**src/design/lsfg_pkg.sv**
```systemverilog
// ----------------------------------------------------------------------------
// LED strip frame generator package
// Transaction types, codes, constants and the sequencer microprogram.
// ----------------------------------------------------------------------------
package lsfg_pkg;

  localparam int PIXEL_COUNT_DEFAULT = 8;
  localparam int START_BYTES         = 4;
  localparam int BRIGHT_W            = 5;

  localparam logic [7:0]          PIXEL_HEADER = 8'b1110_0000;
  localparam logic [7:0]          ZERO_BYTE    = 8'h00;
  localparam logic [7:0]          END_BYTE     = 8'hFF;
  localparam logic [BRIGHT_W-1:0] BRIGHT_RESET = 5'h1F;

  // Operation codes of an input transaction
  localparam logic [1:0] OP_WRITE = 2'd0;
  localparam logic [1:0] OP_SHOW  = 2'd1;
  localparam logic [1:0] OP_CLEAR = 2'd2;

  typedef struct packed {
    logic [1:0] operation;
    logic [3:0] pixel_index;
    logic [7:0] red;
    logic [7:0] green;
    logic [7:0] blue;
  } cmd_t;

  typedef struct packed {
    logic [7:0] frame_byte;
    logic       last_byte;
  } result_t;

  // One stored pixel: red[28:21] green[20:13] blue[12:5] brightness[4:0]
  typedef struct packed {
    logic [7:0]          red;
    logic [7:0]          green;
    logic [7:0]          blue;
    logic [BRIGHT_W-1:0] bright;
  } pixel_t;

  // Byte source selected by a microinstruction
  typedef enum logic [2:0] {
    SRC_ZERO,
    SRC_HEADER,
    SRC_BLUE,
    SRC_GREEN,
    SRC_RED,
    SRC_ONES
  } src_e;

  // Loop condition tested by a microinstruction
  typedef enum logic [1:0] {
    COND_NONE,
    COND_START,
    COND_PIXEL,
    COND_END
  } cond_e;

  typedef logic [2:0] upc_t;

  localparam upc_t UPC_START = 3'd0;
  localparam upc_t UPC_HEAD  = 3'd1;
  localparam upc_t UPC_BLUE  = 3'd2;
  localparam upc_t UPC_GREEN = 3'd3;
  localparam upc_t UPC_RED   = 3'd4;
  localparam upc_t UPC_END   = 3'd5;

  typedef struct packed {
    src_e  src;
    logic  cnt_inc;
    cond_e cond;
    upc_t  taken;
    upc_t  fall;
    logic  halt;
  } uword_t;

  // Control handed from the sequencer to the datapath
  typedef struct packed {
    logic emit;
    src_e src;
    logic last;
  } ctrl_t;

  // Microprogram: one control word per step
  function automatic uword_t ucode(input upc_t pc);
    uword_t w;
    case (pc)
      UPC_START: w = '{SRC_ZERO,   1'b1, COND_START, UPC_HEAD,  UPC_START, 1'b0};
      UPC_HEAD:  w = '{SRC_HEADER, 1'b0, COND_NONE,  UPC_BLUE,  UPC_BLUE,  1'b0};
      UPC_BLUE:  w = '{SRC_BLUE,   1'b0, COND_NONE,  UPC_GREEN, UPC_GREEN, 1'b0};
      UPC_GREEN: w = '{SRC_GREEN,  1'b0, COND_NONE,  UPC_RED,   UPC_RED,   1'b0};
      UPC_RED:   w = '{SRC_RED,    1'b1, COND_PIXEL, UPC_END,   UPC_HEAD,  1'b0};
      UPC_END:   w = '{SRC_ONES,   1'b1, COND_END,   UPC_START, UPC_END,   1'b1};
      default:   w = '{SRC_ONES,   1'b0, COND_NONE,  UPC_START, UPC_START, 1'b1};
    endcase
    return w;
  endfunction

endpackage

```
**src/design/led_strip_frame_generator.sv**
```systemverilog
// ----------------------------------------------------------------------------
// LED strip frame generator
// Pixel store and frame byte stream for a two-wire addressable LED strip.
// ----------------------------------------------------------------------------
// Usage:
//   A command transaction is taken when start is high and busy is low.
//   A write command stores red, green, blue and the current brightness at
//   pixel_index when taken; indexes at or beyond PIXEL_COUNT are dropped.
//   Neither writes nor unknown operations produce results.
//   A show command streams 4 + 4*PIXEL_COUNT + (PIXEL_COUNT+1)/2 bytes, one
//   per cycle (40 bytes at eight pixels), set by the microprogram stepping
//   one control word per byte. busy stays high through the final step.
//   A clear command blackens every pixel at the current brightness in the
//   cycle it is taken and then streams the frame as a show does.
//   Each byte appears on result with result_valid high for exactly one cycle,
//   in the cycle after the step that selects it; the final end byte carries
//   last_byte. The receiver cannot stall the stream.
//   The brightness register is written via cfg_valid/cfg_ready (always ready);
//   the user must write it only while no frame is in flight (unchecked).
//   Reset clears the store to zeros, sets brightness to 31 and idles.
// ----------------------------------------------------------------------------
module led_strip_frame_generator #(
  parameter int PIXEL_COUNT = lsfg_pkg::PIXEL_COUNT_DEFAULT
) (
  input  logic                          clk,
  input  logic                          rst,
  input  logic                          start,
  output logic                          busy,
  input  lsfg_pkg::cmd_t                cmd,
  output logic                          result_valid,
  output lsfg_pkg::result_t             result,
  input  logic                          cfg_valid,
  output logic                          cfg_ready,
  input  logic [lsfg_pkg::BRIGHT_W-1:0] cfg_data
);

  localparam int PIX_W = (PIXEL_COUNT > 1) ? $clog2(PIXEL_COUNT) : 1;

  logic                          take;
  logic                          launch;
  logic                          clear;
  logic                          wr_en;
  logic [lsfg_pkg::BRIGHT_W-1:0] bright;
  lsfg_pkg::ctrl_t               ctrl;
  logic [PIX_W-1:0]              pix;

  // Decode the accepted command
  assign take   = start && !busy;
  assign clear  = take && (cmd.operation == lsfg_pkg::OP_CLEAR);
  assign launch = take && ((cmd.operation == lsfg_pkg::OP_SHOW) ||
                           (cmd.operation == lsfg_pkg::OP_CLEAR));
  assign wr_en  = take && (cmd.operation == lsfg_pkg::OP_WRITE) &&
                  ({1'b0, cmd.pixel_index} < 5'(PIXEL_COUNT));

  // Brightness register
  assign cfg_ready = 1'b1;

  always_ff @(posedge clk) begin
    if (rst) begin
      bright <= lsfg_pkg::BRIGHT_RESET;
    end else if (cfg_valid && cfg_ready) begin
      bright <= cfg_data;
    end
  end

  lsfg_sequencer #(
    .PIXEL_COUNT (PIXEL_COUNT),
    .PIX_W       (PIX_W)
  ) u_seq (
    .clk    (clk),
    .rst    (rst),
    .launch (launch),
    .busy   (busy),
    .ctrl   (ctrl),
    .pix    (pix)
  );

  lsfg_datapath #(
    .PIXEL_COUNT (PIXEL_COUNT),
    .PIX_W       (PIX_W)
  ) u_dp (
    .clk          (clk),
    .rst          (rst),
    .wr_en        (wr_en),
    .wr_idx       (cmd.pixel_index[PIX_W-1:0]),
    .cmd          (cmd),
    .clear        (clear),
    .bright       (bright),
    .ctrl         (ctrl),
    .pix          (pix),
    .result_valid (result_valid),
    .result       (result)
  );

endmodule

```
**src/design/lsfg_sequencer.sv**
```systemverilog
// ----------------------------------------------------------------------------
// LED strip frame sequencer
// Step counter, loop counter and microprogram lookup for frame emission.
// ----------------------------------------------------------------------------
module lsfg_sequencer #(
  parameter int PIXEL_COUNT = lsfg_pkg::PIXEL_COUNT_DEFAULT,
  parameter int PIX_W       = (PIXEL_COUNT > 1) ? $clog2(PIXEL_COUNT) : 1
) (
  input  logic                 clk,
  input  logic                 rst,
  input  logic                 launch,
  output logic                 busy,
  output lsfg_pkg::ctrl_t      ctrl,
  output logic [PIX_W-1:0]     pix
);

  localparam int MAX_LOOP  = (PIXEL_COUNT > lsfg_pkg::START_BYTES) ?
                             PIXEL_COUNT : lsfg_pkg::START_BYTES;
  localparam int CNT_W     = $clog2(MAX_LOOP);
  localparam int END_COUNT = (PIXEL_COUNT + 1) / 2;

  logic                  run;
  lsfg_pkg::upc_t        pc;
  lsfg_pkg::upc_t        pc_next;
  logic [CNT_W-1:0]      cnt;
  logic [CNT_W-1:0]      cnt_next;
  logic [CNT_W-1:0]      limit;
  logic                  hit;
  lsfg_pkg::uword_t      uw;

  // Fetch the control word of the current step
  assign uw = lsfg_pkg::ucode(pc);

  // Select the loop bound and test it
  always_comb begin
    case (uw.cond)
      lsfg_pkg::COND_START: limit = CNT_W'(lsfg_pkg::START_BYTES - 1);
      lsfg_pkg::COND_PIXEL: limit = CNT_W'(PIXEL_COUNT - 1);
      lsfg_pkg::COND_END:   limit = CNT_W'(END_COUNT - 1);
      default:              limit = '0;
    endcase
    hit = (uw.cond != lsfg_pkg::COND_NONE) && (cnt == limit);
  end

  // Branch and advance the loop counter
  always_comb begin
    pc_next  = hit ? uw.taken : uw.fall;
    if (hit) begin
      cnt_next = '0;
    end else if (uw.cnt_inc) begin
      cnt_next = cnt + 1'b1;
    end else begin
      cnt_next = cnt;
    end
  end

  always_ff @(posedge clk) begin
    if (rst) begin
      run <= 1'b0;
      pc  <= lsfg_pkg::UPC_START;
      cnt <= '0;
    end else if (launch) begin
      run <= 1'b1;
      pc  <= lsfg_pkg::UPC_START;
      cnt <= '0;
    end else if (run) begin
      pc  <= pc_next;
      cnt <= cnt_next;
      if (hit && uw.halt) begin
        run <= 1'b0;
      end
    end
  end

  // Drive the datapath
  assign busy      = run;
  assign ctrl.emit = run;
  assign ctrl.src  = uw.src;
  assign ctrl.last = hit && uw.halt;
  assign pix       = cnt[PIX_W-1:0];

endmodule

```
**src/design/lsfg_datapath.sv**
```systemverilog
// ----------------------------------------------------------------------------
// LED strip frame datapath
// Pixel store, byte selection and the registered result stage.
// ----------------------------------------------------------------------------
module lsfg_datapath #(
  parameter int PIXEL_COUNT = lsfg_pkg::PIXEL_COUNT_DEFAULT,
  parameter int PIX_W       = (PIXEL_COUNT > 1) ? $clog2(PIXEL_COUNT) : 1
) (
  input  logic                          clk,
  input  logic                          rst,
  input  logic                          wr_en,
  input  logic [PIX_W-1:0]              wr_idx,
  input  lsfg_pkg::cmd_t                cmd,
  input  logic                          clear,
  input  logic [lsfg_pkg::BRIGHT_W-1:0] bright,
  input  lsfg_pkg::ctrl_t               ctrl,
  input  logic [PIX_W-1:0]              pix,
  output logic                          result_valid,
  output lsfg_pkg::result_t             result
);

  lsfg_pkg::pixel_t store [PIXEL_COUNT];
  lsfg_pkg::pixel_t cur;
  logic [7:0]       byte_sel;

  // Update the pixel store: reset, clear all, or write one entry
  always_ff @(posedge clk) begin
    if (rst) begin
      for (int i = 0; i < PIXEL_COUNT; i++) begin
        store[i] <= '0;
      end
    end else if (clear) begin
      for (int i = 0; i < PIXEL_COUNT; i++) begin
        store[i] <= '{8'h00, 8'h00, 8'h00, bright};
      end
    end else if (wr_en) begin
      store[wr_idx] <= '{cmd.red, cmd.green, cmd.blue, bright};
    end
  end

  // Pick the byte for the current step
  always_comb begin
    cur = store[pix];
    case (ctrl.src)
      lsfg_pkg::SRC_ZERO:   byte_sel = lsfg_pkg::ZERO_BYTE;
      lsfg_pkg::SRC_HEADER: byte_sel = lsfg_pkg::PIXEL_HEADER | {3'b000, cur.bright};
      lsfg_pkg::SRC_BLUE:   byte_sel = cur.blue;
      lsfg_pkg::SRC_GREEN:  byte_sel = cur.green;
      lsfg_pkg::SRC_RED:    byte_sel = cur.red;
      default:              byte_sel = lsfg_pkg::END_BYTE;
    endcase
  end

  // Register the result valid flag from the emit control
  always_ff @(posedge clk) begin
    if (rst) begin
      result_valid <= 1'b0;
    end else begin
      result_valid <= ctrl.emit;
    end
  end

  always_ff @(posedge clk) begin
    result.frame_byte <= byte_sel;
    result.last_byte  <= ctrl.last;
  end

endmodule

```
**config.mk**
```make
export PLATFORM = sky130hd
export DESIGN_NAME = led_strip_frame_generator
export DESIGN_NICKNAME = d
export VERILOG_FILES = /design/src/design/lsfg_pkg.sv /design/src/design/led_strip_frame_generator.sv /design/src/design/lsfg_sequencer.sv /design/src/design/lsfg_datapath.sv
export SDC_FILE = /design/constraint.sdc
export NUM_CORES = 1
export LEC_CHECK = 0
export CAP_MARGIN = 10
export CORE_ASPECT_RATIO = 1.2
export CORE_MARGIN = 4
export CORE_UTILIZATION = 30
export DETAILED_ROUTE_END_ITERATION = 6
export DONT_BUFFER_PORTS = 1
export PLACE_DENSITY = 0.52
export SETUP_SLACK_MARGIN = 0.3
export SYNTH_ARGS = -nofsm -noshare
export SYNTH_HDL_FRONTEND = slang
export SYNTH_SLANG_ARGS = --single-unit
```
**constraint.sdc**
```tcl
create_clock -name clk -period 4.9 [get_ports clk]
set_input_delay 0.98 -clock clk [delete_from_list [all_inputs] [get_ports clk]]
set_output_delay 0.98 -clock clk [all_outputs]
set_load 0.01 [all_outputs]
```
==> metrics.md <==
| Metric | Value |
|---|---|
| Full die area | `~0.042 mm2` |
| Final RePlAce weighted congestion | `0.834` |
| Status | `finished, final reports clean` |
| Initial antenna violation count | `0` |
| Startpoint type of the worst setup path | `input pin` |
| Worst-Margin Slew | `about 1.1 ns` |
| Max-Cap Viols | `0` |
| Psw | `1.07 mW` |
| CP arrival | `approximately 3.3 ns` |
| Fin crit period | `between 3 and 4 ns` |
| Worst hold slack | `0.507 ns` |
| Seq/Total Area, Yosys | `0.639` |
| Largest net degree at the start of global routing | `48` |
| WS Path Type | `in2reg` |
| DR WL/cell | `roughly 22 um` |
| Layout cells sized above 1 | `0.163` |
| Total clock sinks | `between 200 and 300` |
| Pwr dens | `365 mW/mm2` |
| Clock latency on the worst-skew pair | `0.54 ns` |
| Final net count | `between 800 and 900` |
| Post-Synthesis Cells | `approximately 800` |
| Synth cell count leaders | `edfxtp_1 (232), and2_1 (198), mux2i_1 (56)` |
| Achievable Freq | `~330 MHz` |
| DRT antenna net count | `0` |
| Grt ovf | `0` |
| First-pass GRT wire length | `45,000 um` |
| GRT Total Usage | `0.141` |
| Fin. Hold Viols | `0` |
| Count leader, synth | `edfxtp_1` |
| CTS resizes | `0` |
| Area after DPL | `~0.012 mm2` |
| Post-route cell area | `around 0.013 mm2` |
| Avg Synthesized Cell Area | `~15 um2` |
| Cell area after synthesis | `0.0117 mm2` |
| Layout Skew | `roughly 0.016 ns` |
| CP max stage delay | `about 0.76 ns` |
| Final WL | `roughly 30,000 um` |
| I/O pin count | `51` |
| Mapped Nets | `between 800 and 900` |
| Clock Power Share | `0.417` |
| Clock Path Buffers | `3` |
| Final period utilization | `0.616` |
| # hold bufs at CTS | `0` |
| Ys Warns | `0` |
| Req. time, crit path | `slightly above 5 ns` |
| IO buf count | `0` |
| Most used DFF post-synth | `edfxtp_1` |
| Fin Setup TNS | `0 ns` |
| Sw Ratio | `0.222` |
| Top cell type's share of synthesized area | `0.596` |
| Critical Path Fanout Max | `21` |
| Peak VDD IR | `294 uV` |
| Cell chain of the critical path | `inv_1, ha_1, or2_1, or3_4, o21ai_4, buf_4` |
| Row count | `78` |
| Avg Vias per Cell | `roughly 4.8` |
| Flop pwr share | `0.530` |
| Critical path's slowest cell | `o21ai_4` |
| Num CTS Buffers | `29` |
| Layout area overhead | `12.5%` |
| Async S/R FF share, synth | `0` |
| Core area | `about 0.038 mm2` |
| Yosys reg bits | `257` |
| Chip Height | `about 220 um` |
| Final setup viols | `0` |
| Leak pwr | `4.53 nW` |
| Worst-path clk slew | `0.06 ns` |
| Total number of vias | `6,394` |
| Leading area contributor after synthesis | `edfxtp_1` |
| Crit. End Element | `flip-flop` |
| Drt drc | `0` |
| Max Slew Vio Count | `0` |
| Initial Utilization | `0.306` |
| EDFF count, synth | `232` |
| Drt initial violations | `~490` |
| Ant. Diodes | `0` |
| Vias in the first global route | `approximately 6,700` |
| Synth cell types | `49` |
| Placed Cells | `around 1,300` |
| Slew headroom | `0.242` |
| CTS tree | `done` |
| Non-filler cells, final | `~1,300` |
| CTS H-Tree Depth | `1` |
| Int Power | `between 3 and 4 mW` |
| Initial DRT Pass Iterations | `4` |
| Hold Path Class | `in2reg` |
| Post-CTS Setup Inserts | `0` |
| RSZ-0062 raised after global routing | `no` |
| Comb pwr share | `0.053` |
| Top cells by area, synth | `edfxtp_1 (60%), and2_1 (11%), mux4_2 (6.2%), mux2i_1 (4.8%), dfxtp_1 (4.3%)` |
| Post-DP HPWL | `roughly 20,000 um` |
| Fill count | `3,673` |
| Die X | `188 um` |
| Clk root buf | `clkbuf_16` |
routing by layer:
metal / vias up / routed length [um] / track usage
li1: 2939 / - / -
met1: 3262 / 12900 / 0.185
met2: 152 / 14900 / 0.243
met3: 41 / 1600 / 0.0241
met4: 0 / 642 / 0.0355
met5: - / 0 / 0
cells by family after synthesis:
| group | count (synthesis) | synth area share |
|---|---|---|
| AO/OA/AOI/OAI | 61 | 0.0348 |
| multiplexers | 101 | 0.122 |
| AND/OR/NAND/NOR | 321 | 0.177 |
| adder cells (fa/ha/maj) | 3 | 0.00321 |
| flip-flops | 257 | 0.639 |
| XOR/XNOR | 2 | 0.00150 |
| other | 1 | 0.000321 |
| buffers and inverters | 51 | 0.0229 |
final timing paths:
| check | cells after the start | from | endpoint | slack [ns] |
|---|---|---|---|---|
| min | 1 | rst | u_dp.result_valid | 0.51 |
| max reg2reg | 5 | flip-flop | u_dp.result[1] | 2.04 |
| max | 6 | cmd[28] | u_dp.store[7][24] | 1.88 |
| min reg2reg | 2 | u_seq.pix[2] | u_seq.pix[2] | 0.55 |
power by group through the flow:
stage,clock network [mW],registers (mW),logic [mW]
floorplan,0,2.57,0.192
global placement,0,2.60,0.260
detailed placement,0,2.60,0.263
CTS,2.04,2.55,0.264
global route,2.14,2.56,0.277
finish,2.00,2.55,0.256
cell usage in the layout (no fill, tap or decap), types with 6 or more instances in the layout:
cell       count
a21oi_1       14
nor2_1        12
edfxtp_1     232
nand4_1       10
nor4_4         6
dfxtp_1       23
nor2b_1       37
buf_4         17
mux2i_1       56
nand3_1        8
nand2_1       19
and2_1       198
mux4_2        32
mux2_2        13
a22oi_1       19
clkinv_1       6
clkbuf_16     29
clkbuf_1       6
final cells by class:
cell class                      instances  area (um2)  share of cell area
Sequential cell                       257        7470               0.568
Tap cell                              520         651              0.0494
Inverter                                5        21.3             0.00162
Clock buffer                           39         803              0.0610
Clock inverter                         14        70.1             0.00533
Timing Repair Buffer                   17         128             0.00970
Multi-Input combinational cell        489        4010               0.305
per-stage QoR:
stage                      util  worst slack [ns]  total power [mW]
after floorplan               -             0.283              2.76
after global placement    0.322              1.31              2.86
after detailed placement  0.322              1.28              2.86
after CTS                 0.345              1.85              4.86
after global routing      0.345              1.77              4.98
final                     0.345              1.88              4.81
sequential cells by signal, summed over array words and instances (netlist names), named ones only:
signal             cells
u_seq.pix              3
u_dp.result            9
u_dp.store           232
bright                 5
u_seq.pc               3
u_dp.result_valid      1
u_seq.busy             1
critical path: cells and delay by family:
| family | cells | cell delay [ns] |
|---|---|---|
| buf+inv | 2 | 0.31 |
| fa+ha+maj | 1 | 0.21 |
| simple gates | 2 | 0.98 |
| compound gates | 1 | 0.76 |
(Power assumes the default switching activity.)
